<file path="config.mk">
export PLATFORM = sky130hd
export DESIGN_NAME = ipv4_packet_classifier_unit
export DESIGN_NICKNAME = d
export VERILOG_FILES = /design/src/rtl/ipv4pc_pkg.sv /design/src/rtl/ipv4pc_hdr_capture.sv /design/src/rtl/ipv4_packet_classifier_unit.sv
export SDC_FILE = /design/constraint.sdc
export NUM_CORES = 1
export LEC_CHECK = 0
export BUFFER_PORTS_ARGS = -buffer_cell sky130_fd_sc_hd__buf_4
export CAP_MARGIN = 15
export CORE_MARGIN = 1.5
export CORE_UTILIZATION = 40
export DETAILED_ROUTE_END_ITERATION = 16
export HOLD_SLACK_MARGIN = 0.15
export SLEW_MARGIN = 20
export SYNTH_ARGS = -nofsm -noshare
export SYNTH_HDL_FRONTEND = slang
export SYNTH_HIERARCHICAL = 1
export SYNTH_SLANG_ARGS = --single-unit
</file>
<file path="constraint.sdc">
create_clock -name clk_i -period 15.2 [get_ports clk_i]
set_clock_uncertainty 0.05 [all_clocks]
set_input_delay 0.76 -clock clk_i [delete_from_list [all_inputs] [get_ports clk_i]]
set_output_delay 0.76 -clock clk_i [all_outputs]
set_load 0.005 [all_outputs]
</file>
<file path="src/rtl/ipv4pc_pkg.sv">
// shared types and constants for the ipv4 packet classifier
package ipv4pc_pkg;

  localparam int unsigned MaxPacketBytes = 65536;
  localparam int unsigned DefCountWidth  = 32;

  localparam logic [15:0] LenCap = (MaxPacketBytes > 65535) ? 16'hFFFF
                                                            : 16'(MaxPacketBytes);

  localparam logic [7:0] ProtoIcmp = 8'd1;
  localparam logic [7:0] ProtoTcp  = 8'd6;
  localparam logic [7:0] ProtoUdp  = 8'd17;

  localparam logic [15:0] MinIpBytes   = 16'd20;
  localparam logic [6:0]  TcpHdrBytes  = 7'd20;
  localparam logic [6:0]  UdpHdrBytes  = 7'd8;
  localparam logic [6:0]  IcmpHdrBytes = 7'd8;

  localparam logic [15:0] FlagOffset   = 16'd13;
  localparam logic [15:0] ScanBytes    = 16'd14;

  typedef enum logic [2:0] {
    ClsRunt  = 3'd0,
    ClsTcp   = 3'd1,
    ClsUdp   = 3'd2,
    ClsIcmp  = 3'd3,
    ClsOther = 3'd4
  } pkt_class_e;

  // capture state after the current beat
  typedef struct packed {
    logic [3:0]  hdr_words;
    logic [7:0]  proto;
    logic [31:0] src_addr;
    logic [31:0] dst_addr;
    logic [15:0] tp_word0;
    logic [15:0] tp_word1;
    logic [7:0]  tcp_flags;
    logic [15:0] pkt_len;
  } hdr_fields_t;

endpackage

</file>
<file path="src/rtl/ipv4pc_hdr_capture.sv">
// per-byte header and transport field capture
module ipv4pc_hdr_capture
  import ipv4pc_pkg::*;
(
  input  logic        clk_i,
  input  logic        rst_ni,
  input  logic        beat_i,
  input  logic [7:0]  data_byte_i,
  input  logic        last_byte_i,
  output hdr_fields_t fields_o
);

  logic [15:0] idx_q, idx_d;
  logic [3:0]  hw_q;
  logic [7:0]  proto_q;
  logic [31:0] src_q, dst_q;
  logic [15:0] tp0_q, tp1_q;
  logic [7:0]  flag_q;

  hdr_fields_t f_d;
  logic [15:0] tp_off;
  logic [15:0] k;
  logic        in_tp;

  always_comb begin
    f_d.hdr_words = (idx_q == 16'd0) ? data_byte_i[3:0] : hw_q;
    tp_off        = {10'd0, f_d.hdr_words, 2'b00};
    f_d.proto     = (idx_q == 16'd9) ? data_byte_i : proto_q;
    f_d.src_addr  = (idx_q >= 16'd12 && idx_q < 16'd16) ? {src_q[23:0], data_byte_i} : src_q;
    f_d.dst_addr  = (idx_q >= 16'd16 && idx_q < 16'd20) ? {dst_q[23:0], data_byte_i} : dst_q;
    k             = idx_q - tp_off;
    in_tp         = (idx_q >= tp_off) && (k < ScanBytes);
    f_d.tp_word0  = tp0_q;
    f_d.tp_word1  = tp1_q;
    f_d.tcp_flags = flag_q;
    if (in_tp) begin
      if (k < 16'd2) begin
        f_d.tp_word0 = {tp0_q[7:0], data_byte_i};
      end else if (k < 16'd4) begin
        f_d.tp_word1 = {tp1_q[7:0], data_byte_i};
      end else if (k == FlagOffset) begin
        f_d.tcp_flags = data_byte_i;
      end
    end
    f_d.pkt_len = (idx_q < LenCap) ? idx_q + 16'd1 : LenCap;
    idx_d       = last_byte_i ? 16'd0 : f_d.pkt_len;
  end

  always_ff @(posedge clk_i or negedge rst_ni) begin
    if (!rst_ni) begin
      idx_q   <= '0;
      hw_q    <= '0;
      proto_q <= '0;
      src_q   <= '0;
      dst_q   <= '0;
      tp0_q   <= '0;
      tp1_q   <= '0;
      flag_q  <= '0;
    end else if (beat_i) begin
      idx_q   <= idx_d;
      hw_q    <= f_d.hdr_words;
      proto_q <= f_d.proto;
      src_q   <= f_d.src_addr;
      dst_q   <= f_d.dst_addr;
      tp0_q   <= f_d.tp_word0;
      tp1_q   <= f_d.tp_word1;
      flag_q  <= f_d.tcp_flags;
    end
  end

  assign fields_o = f_d;

endmodule

</file>
<file path="src/rtl/ipv4_packet_classifier_unit.sv">
// top level of the ipv4 packet classifier
// Usage: packet bytes enter on the input channel one beat per byte, starting
// at the first byte of the IPv4 header; last_byte_i marks the final beat of
// a packet. Each marked beat yields exactly one result beat on the output
// channel carrying the class, captured header fields, transport ports or icmp
// type/code, tcp flags, length and the updated counters; other beats yield
// nothing. A beat is held in an input register, and the result of a final
// beat is written from there to the output register, where it stays until
// the receiver takes it. One beat is taken every cycle while the output
// side keeps up; the limit is the single output register.
// When the receiver stalls, non-final bytes keep flowing and only a final
// byte waiting behind a held result stalls the input. Reset clears the byte
// position, all captured fields, the total and per-class counters and both
// valid flags. Counters are COUNT_WIDTH bits wide and wrap; runts (under 20
// bytes) are reported but not counted.
module ipv4_packet_classifier_unit
  import ipv4pc_pkg::*;
#(
  parameter int unsigned COUNT_WIDTH = DefCountWidth
) (
  input  logic        clk_i,
  input  logic        rst_ni,
  input  logic        in_valid_i,
  output logic        in_stall_o,
  input  logic [7:0]  data_byte_i,
  input  logic        last_byte_i,
  output logic        out_valid_o,
  input  logic        out_stall_i,
  output logic [2:0]  packet_class_o,
  output logic [7:0]  protocol_number_o,
  output logic [31:0] source_address_o,
  output logic [31:0] dest_address_o,
  output logic [15:0] first_transport_word_o,
  output logic [15:0] second_transport_word_o,
  output logic [4:0]  tcp_flag_bits_o,
  output logic        transport_valid_o,
  output logic [15:0] packet_length_o,
  output logic [31:0] total_count_o,
  output logic [31:0] class_count_o
);

  localparam int unsigned NumCounters = 5;

  logic       s0_valid_q;
  logic [7:0] s0_byte_q;
  logic       s0_last_q;
  logic       s0_adv;
  logic       in_take;
  logic       out_valid_q;
  logic       res_load;

  hdr_fields_t fields;

  logic [COUNT_WIDTH-1:0] cnt_q [NumCounters];

  pkt_class_e cls;
  logic       is_runt;
  logic [6:0] tp_off;
  logic [6:0] need;
  logic       tp_ok;
  logic [15:0] w0, w1;
  logic [4:0]  flags;
  logic [COUNT_WIDTH-1:0] tot_next, cls_next;
  logic [COUNT_WIDTH+31:0] tot_ext, cls_ext;

  assign s0_adv     = s0_valid_q && !(s0_last_q && out_valid_q && out_stall_i);
  assign in_stall_o = s0_valid_q && !s0_adv;
  assign in_take    = in_valid_i && !in_stall_o;
  assign res_load   = s0_adv && s0_last_q;

  ipv4pc_hdr_capture u_capture (
    .clk_i       (clk_i),
    .rst_ni      (rst_ni),
    .beat_i      (s0_adv),
    .data_byte_i (s0_byte_q),
    .last_byte_i (s0_last_q),
    .fields_o    (fields)
  );

  always_comb begin
    is_runt = fields.pkt_len < MinIpBytes;
    tp_off  = {1'b0, fields.hdr_words, 2'b00};
    priority if (fields.proto == ProtoTcp) begin
      cls  = ClsTcp;
      need = tp_off + TcpHdrBytes;
    end else if (fields.proto == ProtoUdp) begin
      cls  = ClsUdp;
      need = tp_off + UdpHdrBytes;
    end else if (fields.proto == ProtoIcmp) begin
      cls  = ClsIcmp;
      need = tp_off + IcmpHdrBytes;
    end else begin
      cls  = ClsOther;
      need = '0;
    end
    tp_ok = (cls != ClsOther) && (fields.pkt_len >= {9'd0, need});
    w0    = tp_ok ? fields.tp_word0 : 16'd0;
    w1    = (tp_ok && cls != ClsIcmp) ? fields.tp_word1 : 16'd0;
    flags = (tp_ok && cls == ClsTcp)
          ? {fields.tcp_flags[3], fields.tcp_flags[2], fields.tcp_flags[0],
             fields.tcp_flags[4], fields.tcp_flags[1]}
          : 5'd0;
    tot_next = cnt_q[ClsRunt] + COUNT_WIDTH'(1);
    cls_next = cnt_q[cls] + COUNT_WIDTH'(1);
    tot_ext  = {32'd0, is_runt ? cnt_q[ClsRunt] : tot_next};
    cls_ext  = {32'd0, cls_next};
  end

  always_ff @(posedge clk_i or negedge rst_ni) begin
    if (!rst_ni) begin
      s0_valid_q <= 1'b0;
    end else if (in_take) begin
      s0_valid_q <= 1'b1;
    end else if (s0_adv) begin
      s0_valid_q <= 1'b0;
    end
  end

  always_ff @(posedge clk_i) begin
    if (in_take) begin
      s0_byte_q <= data_byte_i;
      s0_last_q <= last_byte_i;
    end
  end

  always_ff @(posedge clk_i or negedge rst_ni) begin
    if (!rst_ni) begin
      out_valid_q <= 1'b0;
    end else if (res_load) begin
      out_valid_q <= 1'b1;
    end else if (!out_stall_i) begin
      out_valid_q <= 1'b0;
    end
  end

  // counter 0 holds the total, the others one class each
  always_ff @(posedge clk_i or negedge rst_ni) begin
    if (!rst_ni) begin
      for (int i = 0; i < NumCounters; i++) begin
        cnt_q[i] <= '0;
      end
    end else if (res_load && !is_runt) begin
      cnt_q[ClsRunt] <= tot_next;
      cnt_q[cls]     <= cls_next;
    end
  end

  always_ff @(posedge clk_i) begin
    if (res_load) begin
      packet_length_o <= fields.pkt_len;
      total_count_o   <= tot_ext[31:0];
      if (is_runt) begin
        packet_class_o          <= ClsRunt;
        protocol_number_o       <= '0;
        source_address_o        <= '0;
        dest_address_o          <= '0;
        first_transport_word_o  <= '0;
        second_transport_word_o <= '0;
        tcp_flag_bits_o         <= '0;
        transport_valid_o       <= 1'b0;
        class_count_o           <= '0;
      end else begin
        packet_class_o          <= cls;
        protocol_number_o       <= fields.proto;
        source_address_o        <= fields.src_addr;
        dest_address_o          <= fields.dst_addr;
        first_transport_word_o  <= w0;
        second_transport_word_o <= w1;
        tcp_flag_bits_o         <= flags;
        transport_valid_o       <= tp_ok;
        class_count_o           <= cls_ext[31:0];
      end
    end
  end

  assign out_valid_o = out_valid_q;

endmodule
</file>
==> results of run 1 <==
==> per-layer routing <==
layer  GRT usage (%)  wire length, µm  vias to the layer above
met2           30.18            26280                      362
met3           3.549             2722                       88
met1           25.05            24570                     7467
met4           5.773             1364                        0
li1                -                -                     7083
met5               0                0                        -
==> final cells by class <==
cell class              count  area, µm²  share of cell area, %
clock buffers              80       1538                  5.657
clock inverters            20      336.6                  1.238
inverters                  18      67.56                 0.2486
multi-input cells        1255       9138                  33.62
flip-flops and latches    493      13350                  49.11
well taps                 756      945.9                  3.480
repair buffers            238       1808                  6.652
==> critical path, delay by kind of cell (launching register included) <==
family                 cells  cell delay [ns]
AND/OR/NAND/NOR           11             4.56
XOR/XNOR                   1             0.39
AO/OA/AOI/OAI              1             0.32
flip-flops                 1             0.49
multiplexers               1             0.46
buffers and inverters      1             0.33
==> power by group through the flow <==
stage               Combinational [µW]  Clock, µW  Sequential [µW]
finish                             222       1370             1450
global route                       243       1460             1450
CTS                                225       1400             1450
detailed placement                 223          0             1470
global placement                   219          0             1470
floorplan                          123          0             1470
==> per-stage QoR <==
stage	worst slack [ns]	hold slack (ns)	std cells
after floorplan	1.324	0.3904	1885
after global placement	8.569	0.4065	2758
after detailed placement	8.416	0.4146	2758
after CTS	8.382	0.2233	2859
after global routing	8.030	0.2365	2860
final	8.304	0.2646	2860
==> flip-flops by register name, summed over array words and instances (netlist names), 8 cells and up <==
signal and cells:
cnt_q 160, class_count_o 32, dest_address_o 32, source_address_o 32, total_count_o 32, u_capture/dst_q 32
u_capture/src_q 32, first_transport_word_o 16, packet_length_o 16, second_transport_word_o 16, u_capture/idx_q 16, u_capture/tp0_q 16
u_capture/tp1_q 16, protocol_number_o 8, s0_byte_q 8, u_capture/proto_q 8
==> timing repair <==
item                                   CTS  global route
hold buffers                             1             0
setup buffers                            0             0
endpoints found under the hold margin   32             0
==> path summary, 6_finish.rpt <==
check                                          to  slack [ns]  cells past startpoint
min in group asynchronous               cnt_q[40]        0.70                      2
worst min-delay path                 s0_byte_q[3]        0.26                      1
worst min register to register          cnt_q[43]        0.42                      2
worst max register to register  class_count_o[31]        8.30                     15
max in group asynchronous               cnt_q[12]       12.96                      3
worst max-delay path            class_count_o[31]        8.30                     15
==> placed cells by master, fill, tap and decap left out, types with 17 or more instances in the layout <==
cell	count
clkbuf_16	53
xor2_1	35
mux2_2	217
buf_4	233
mux2_4	30
and2_1	97
and3_1	35
mux2i_1	17
nor2_1	92
edfxtp_1	202
nand3_1	33
nor3_1	22
a21oi_1	42
nand2_1	223
inv_1	18
o21ai_0	127
xnor2_1	62
dfrtp_1	291
ha_1	17
==> metrics.txt, run 1 <==
drt pass-1 iters 5; Synth Cell Area 0.02303 mm²; cell area after layout 0.02718 mm²; Bufs on Longest Clock Path 3; core area 0.05660 mm²; H-tree lvl count 2; Worst Path Arrival 7.18 ns; syn nets 1916; worst skew pair latency 0.62 ns; Die X 242.9 µm; HPWL after DPL 35820 µm; total negative slack 0 ns; GPL Wtd Cong between 0.8 and 0.9; Clock Sinks 493; largest net degree at the start of global routing between 80 and 90; RSZ-0062 raised after global routing no; Die Ht 242.9 µm; PD cells ~110 mW/mm²; port bufs 207; Final Hold Vio Count 0; CTS resizes 0; antenna cells 0; worst-margin pin slew 1.121 ns; final core utilization 48.02%; switching part of the total 23.13%; average cell area after synthesis 12.22 µm²; slowest CP cell nand2_1; initial antenna violation count 0; Pint roughly 2300 µW; Final min period 6.896 ns; worst-path cell chain or4_1 -> or3_1 -> or4_4 -> nor3_4 -> mux2_2 -> nor4b_4 -> buf_4 -> nand2_1 -> nand2_2 -> o221ai_1 -> or4_1 -> nor2_1 -> nand4_1 -> xor2_1 -> nor2_1; Syn. warnings 6; initial core utilization 40.68%; drt via density about 5.2; CP endpoint kind register; vias in the first global route 15100; Min-Delay Startpoint data_byte_i[3]; first-pass GRT wire length roughly 87000 µm; DRC Markers 0; crit path max fanout 21; Clock Pin Slew Worst Setup and Hold Paths 0.06 ns; io pins about 210; outcome finished, final reports clean; worst relative slew slack 24.78%; Setup crit start u_capture/idx_q[9]; total grt overflow 0; Placed Area 0.02527 mm²; final net count 2090; CTS buffer count 53; Final period util 45.37%; Power, Total 3033 µW; die area roughly 0.059 mm²; antenna-violating nets left 0; Row Count 87; CP Class register to register; max-slew violations 0; layout cells sized above 1 29.42%; Logic pwr share 7.3%; # setup viols final 0; max-capacitance violation count 0; GRT Total Usage a little under a fifth; Switch Pwr about 700 µW; Post-Syn Instances between 1500 and 2000; CP Launch Type register; Hold Path Class input pin to register; reg2reg start u_capture/idx_q[9]; CP required 15.48 ns; VDD IR max around 0.084 mV; sequential share of power 47.7%; root buffer cell clkbuf_16; area grow syn2layout 18.04%; Max Clk Rate 0.1450 GHz; Initial DRC Count 925; LEAKAGE 0.01172 µW; Final Routed Wirelength approximately 55000 µm; CTS tree built; Filler Cell Count 5085; Crit path largest cell delay between 0.6 and 0.7 ns; post-DR wirelength/cell around 19 µm; clock power share 45.0%; vias after detailed routing 15000
Power figures use the tool's default switching activity.
==> run 2, diff against run 1 <==
==> constraint.sdc (replaced) <==
create_clock -name clk_i -period 5.9 [get_ports clk_i]
set_clock_uncertainty 0.05 [all_clocks]
set_input_delay 0.295 -clock clk_i [delete_from_list [all_inputs] [get_ports clk_i]]
set_output_delay 0.295 -clock clk_i [all_outputs]
set_load 0.005 [all_outputs]
==> run 2 against run 1 <==
Critical path depth grew 3. First-iteration DRC count grew 8.3%. Combinational power grew to 2.7 times the previous value. Fmax grew 22%. Register-to-register slack lost 8.1 ns. Final cell count grew 1.8%. Wire length grew 2.0%. Worst hold slack lost 0.080 ns. Final area grew 1.2%. Clock power grew 140%. Global-route usage grew 0.42 points. Largest power group unchanged.
==> metrics.txt, run 2 (synthesized netlist as in run 1, its figures left out) <==
outcome finished, final reports clean; drt via density 5.245 (about the same); vias in the first global route 15410 (+2.1%); # setup viols final 0 (unchanged); initial antenna violation count 0 (unchanged); initial core utilization 40.68% (unchanged); H-tree lvl count 2 (unchanged); Power, Total 7575 µW (+150%); worst-margin pin slew 1.159 ns (+0.03849 ns); antenna cells 0 (unchanged); Die X 242.9 µm (unchanged); Final Hold Vio Count 0 (unchanged); CTS buffer count 52 (-1.9%); worst relative slew slack 22.44% (-2.3 points); largest net degree at the start of global routing 156 (+77%); most congested layer reported by global routing met2; Final Routed Wirelength 56050 µm (+2.0%); root buffer cell clkbuf_16; vias after detailed routing 15270 (+1.8%); Max Clk Rate 0.1770 GHz (+22%); GRT Total Usage 18.97% (+0.42 points); layout cells sized above 1 30.61% (+1.2 points); CP endpoint kind register; met1 usage 25.98% (+0.92 points); met2 GRT Util 31.24% (+1.1 points); PD cells 275.3 mW/mm² (+150%); total negative slack 0 ns (unchanged); crit path max fanout 9 (-57%); Bufs on Longest Clock Path 3 (unchanged); VDD IR max 0.2060 mV (+140%); sequential share of power 49.1% (+1.4 points); commonest non-fill, non-tap cell in the layout dfrtp_1; Clock Sinks 493 (unchanged); Final min period 5.650 ns (-1.246 ns); most frequent cells in the layout dfrtp_1, buf_4, nand2_1; CP Class register to register; clock power share 42.9% (-2.1 points); Largest Register cnt_q; die area 0.05902 mm² (unchanged); GPL Wtd Cong 0.8590 (-2.8%); total grt overflow 0 (unchanged); RSZ-0062 raised after global routing no; Final period util 95.76% (+50 points); Switch Pwr 1784 µW (+150%); CP required 6.19 ns (-9.29 ns); CP Launch Type register; drt pass-1 iters 6 (+1); post-DR wirelength/cell 19.25 µm (+0.21%); switching part of the total 23.56% (+0.43 points); Hold Path Class input pin to asynchronous set/reset pin; LEAKAGE 0.01191 µW (+1.6%); hold_ws 0.1843 ns (-0.08039 ns); Logic pwr share 8.0% (+0.7 points); max-slew violations 0 (unchanged); area grow syn2layout 19.50%; Row Count 87 (unchanged); Clock Pin Slew Worst Setup and Hold Paths 0.06 ns (about the same); Initial DRC Count 1002 (+8.3%); port bufs 207 (unchanged); final net count 2143 (+2.5%); first-pass GRT wire length 89360 µm (+3.0%); DRC Markers 0 (unchanged); Pint 5790 µW (+150%); grt met3 use 2.919% (-0.63 points); max reg flops 160 (unchanged); io pins 208 (unchanged); worst skew pair latency 0.60 ns (-0.02 ns); Worst Path Arrival 5.94 ns (-1.24 ns); max-capacitance violation count 0 (unchanged); Die Ht 242.9 µm (unchanged); antenna-violating nets left 0 (unchanged); CTS tree built; HPWL after DPL 37330 µm (+4.2%); core area 0.05660 mm² (unchanged)
[run 2: worst max-delay path, stage by stage (launching register included)]
cell and delay (ns):
dfrtp_1 0.37, or4_1 0.56, or3_4 0.38, or4_4 0.55, nor3_4 0.19, buf_4 0.20, mux2_2 0.42, or4b_4 0.64
nor2_4 0.20, o32ai_1 0.14, inv_1 0.08, ha_1 0.16, inv_1 0.07, nor4b_2 0.30, and4_1 0.28, buf_4 0.18
nand2_1 0.07, xnor2_1 0.44, nor2_1 0.08
[run 2: cell type report]
cell class / instances / area, µm²
clock buffers: 78 / 1449
clock inverters: 20 / 232.7
fillers: 5082 / 29090
inverters: 18 / 67.56
multi-input cells: 1255 / 9191
flip-flops and latches: 493 / 13350
well taps: 756 / 945.9
repair buffers: 292 / 2282
[run 2: routing by layer]
metal | up-vias | part of all wire, %
met2 | 367 | 48
li1 | 7203 | -
met5 | - | 0
met3 | 82 | 4.2
met4 | 0 | 2.4
met1 | 7620 | 46
[run 2: timing repair]
| item | CTS | global route |
|---|---|---|
| hold endpoints to repair | 72 | 0 |
| hold buffers | 13 | 0 |
| setup buffers | 0 | 2 |
| endpoints found under the setup margin | 0 | 123 |
| gates resized for setup | 0 | 14 |
[run 2: stage by stage]
step	worst slack [ns]	util, %	instances	area, µm²
4_1_cts	0.09498	48.48	2910	27440
3_3_place_gp	0.2059	45.28	2799	25630
3_5_place_dp	0.1119	45.28	2799	25630
5_1_grt	0.005825	48.61	2912	27520
6_report	0.2500	48.61	2912	27520
2_1_floorplan	0.09845	-	1885	23040
[run 2: power groups by stage]
stage	Clock [µW]	Sequential [µW]	Combinational, µW
finish	3250	3720	609
global route	3470	3730	664
CTS	3330	3720	611
detailed placement	0	3790	602
global placement	0	3780	590
floorplan	0	3780	317
[run 2: final timing paths]
check	start	endpoint	slack (ns)	cells after the start
max	u_capture/idx_q[9]	class_count_o[16]	0.25	18
min	rst_ni	cnt_q[70]	0.18	2
max reg2reg	u_capture/idx_q[9]	class_count_o[16]	0.25	18
min reg2reg	cnt_q[30]	cnt_q[30]	0.42	1
max in group asynchronous	rst_ni	u_capture/dst_q[25]	4.23	3
min in group clk_i	data_byte_i[3]	s0_byte_q[3]	0.37	2
==> run 3, diff against run 2 <==
--- a/config.mk
+++ b/config.mk
@@ -9,6 +9,7 @@
 export CAP_MARGIN = 15
 export CORE_MARGIN = 1.5
 export CORE_UTILIZATION = 40
+export CTS_BUF_LIST = sky130_fd_sc_hd__clkbuf_4 sky130_fd_sc_hd__clkbuf_8 sky130_fd_sc_hd__clkbuf_16
 export DETAILED_ROUTE_END_ITERATION = 16
 export HOLD_SLACK_MARGIN = 0.15
 export SLEW_MARGIN = 20
==> run 3 against run 2 <==
Worst hold slack improved by 0.0031 ns. Combinational power barely moved. Power rose by 1.2%. Worst setup slack improved by 0.0077 ns. Clock-buffer cell count unchanged. Sequential share of layout area shrank 0.16 points. Global-route usage about the same. Die area did not move. Clock power is 3% higher. First-iteration DRC count shrank 1.1%. Register-to-register slack hardly changed. Critical endpoint unchanged. Largest power group unchanged.
==> metrics.txt, run 3 (synthesized netlist as in run 1, its figures left out) <==
Final Routed Wirelength 55810 µm (-0.42%); VDD IR max 0.2065 mV (+0.24%); CP endpoint kind register; Max Clk Rate 0.1772 GHz (+0.14%); Final WS setup 0.2577 ns (+0.007730 ns); antenna-violating nets left 0 (unchanged); hold_ws 0.1873 ns (+0.003067 ns); total grt overflow 0 (unchanged); Row Count 87 (unchanged); Initial DRC Count 991 (-1.1%); CP Launch Type register; GPL Wtd Cong 0.8590 (unchanged); layout cells sized above 1 31.68% (+1.1 points); RSZ-0062 raised after global routing no; GRT Total Usage 18.97% (about the same); Met2 Routed Length 26800 µm (-0.27%); antenna cells 0 (unchanged); Final Hold Vio Count 0 (unchanged); die area 0.05902 mm² (unchanged); max-capacitance violation count 0 (unchanged); Worst Path Arrival 5.93 ns (about the same); max reg flops 160 (unchanged); Final min period 5.642 ns (-0.007730 ns); max-slew violations 0 (unchanged); HPWL after DPL 37330 µm (unchanged); commonest non-fill, non-tap cell in the layout dfrtp_1; DRC Markers 0 (unchanged); worst relative slew slack 23.38% (+0.94 points); non-filler cells, final 2912 (unchanged); WL met3 2404 µm (+2.8%); Final period util 95.63% (-0.13 points); root buffer cell clkbuf_16; Hold Path Class input pin to asynchronous set/reset pin; Clock Pin Slew Worst Setup and Hold Paths 0.06 ns (about the same); M1 WL 25220 µm (-1.1%); LEAKAGE 0.01198 µW (+0.64%); area grow syn2layout 19.88%; Largest Register cnt_q; Bufs on Longest Clock Path 3 (unchanged); total negative slack 0 ns (unchanged); drt via density 5.225 (-0.37%); Top Layer Used met4; core area 0.05660 mm² (unchanged); final net count 2143 (unchanged); H-tree lvl count 2 (unchanged); vias after detailed routing 15220 (-0.37%); dpl cells 2799 (unchanged); vias in the first global route 15430 (+0.12%); post-DR wirelength/cell 19.17 µm (-0.42%); largest net degree at the start of global routing 156 (unchanged); initial core utilization 40.68% (unchanged); Clock Sinks 493 (unchanged); CTS tree built; crit path max fanout 9 (unchanged); CTS buffer count 52 (unchanged); CP required 6.19 ns (about the same); Die Ht 242.9 µm (unchanged); first-pass GRT wire length 89400 µm (about the same); DP Worst Slack 0.1119 ns (unchanged); io pins 208 (unchanged); outcome finished, final reports clean; Power, Total 7668 µW (+1.2%); Die X 242.9 µm (unchanged); Filler Cell Count 5066 (-0.31%); # setup viols final 0 (unchanged); drt pass-1 iters 6 (unchanged); worst-margin pin slew 1.145 ns (-0.01402 ns); PD cells 277.8 mW/mm² (+0.91%); initial antenna violation count 0 (unchanged); port bufs 207 (unchanged); most frequent cells in the layout dfrtp_1, buf_4, nand2_1; worst skew pair latency 0.60 ns (about the same); CP Class register to register
==> run 3: cell counts in the layout (fill, tap and decap cells not counted) <==
Identical to the previous run, type by type.
==> run 3: area by class of cell <==
class	instances	area, µm²	area share [%]
tap	756	945.9	3.427
clock inverter	20	232.7	0.8430
inverter	18	67.56	0.2448
multi-input combinational	1255	9201	33.33
timing repair buffer	292	2282	8.267
sequential	493	13350	48.35
clock buffer	78	1528	5.534
==> run 3: repair_timing <==
| item | CTS | global route |
|---|---|---|
| hold endpoints to repair | 72 | 0 |
| hold buffers | 13 | 0 |
| endpoints found under the setup margin | 0 | 123 |
| resized for setup | 0 | 16 |
| setup buffers | 0 | 2 |
==> run 3: routing by layer <==
| layer | vias up | track usage (%) |
|---|---|---|
| li1 | 7199 | - |
| met1 | 7562 | 25.99 |
| met2 | 364 | 31.15 |
| met3 | 91 | 2.963 |
| met4 | 0 | 5.462 |
| met5 | - | 0 |
==> run 3: through the flow <==
step	utilization [%]	area (µm²)
floorplan	-	23040
global placement	45.28	25630
detailed placement	45.28	25630
CTS	48.62	27520
global route	48.77	27610
finish	48.77	27610
==> run 3: worst paths after layout <==
| check | start | end | slack (ns) | depth (start not counted) |
|---|---|---|---|---|
| max in group asynchronous | rst_ni | u_capture/dst_q[17] | 4.22 | 3 |
| worst max-delay path | u_capture/idx_q[9] | class_count_o[16] | 0.26 | 18 |
| worst max register to register | u_capture/idx_q[9] | class_count_o[16] | 0.26 | 18 |
| min in group clk_i | data_byte_i[3] | s0_byte_q[3] | 0.37 | 2 |
| worst min-delay path | rst_ni | cnt_q[70] | 0.19 | 2 |
| worst min register to register | cnt_q[30] | cnt_q[30] | 0.42 | 1 |
==> run 3: critical path, cell delays in order (launching register included) <==
cell and delay (ns):
dfrtp_1 0.37, or4_1 0.56, or3_4 0.38, or4_4 0.55
nor3_4 0.19, buf_4 0.20, mux2_2 0.42, or4b_4 0.63
nor2_4 0.20, o32ai_1 0.14, inv_1 0.08, ha_1 0.17
inv_1 0.07, nor4b_2 0.30, and4_1 0.28, buf_4 0.18
nand2_1 0.07, xnor2_1 0.44, nor2_1 0.08
==> run 3: power breakdown <==
| group | leakage (µW) | switching, µW | internal [µW] |
|---|---|---|---|
| registers | 0.00595 | 52.3 | 3670 |
| logic | 0.00514 | 365 | 243 |
| clock network | 0.000894 | 1360 | 1980 |
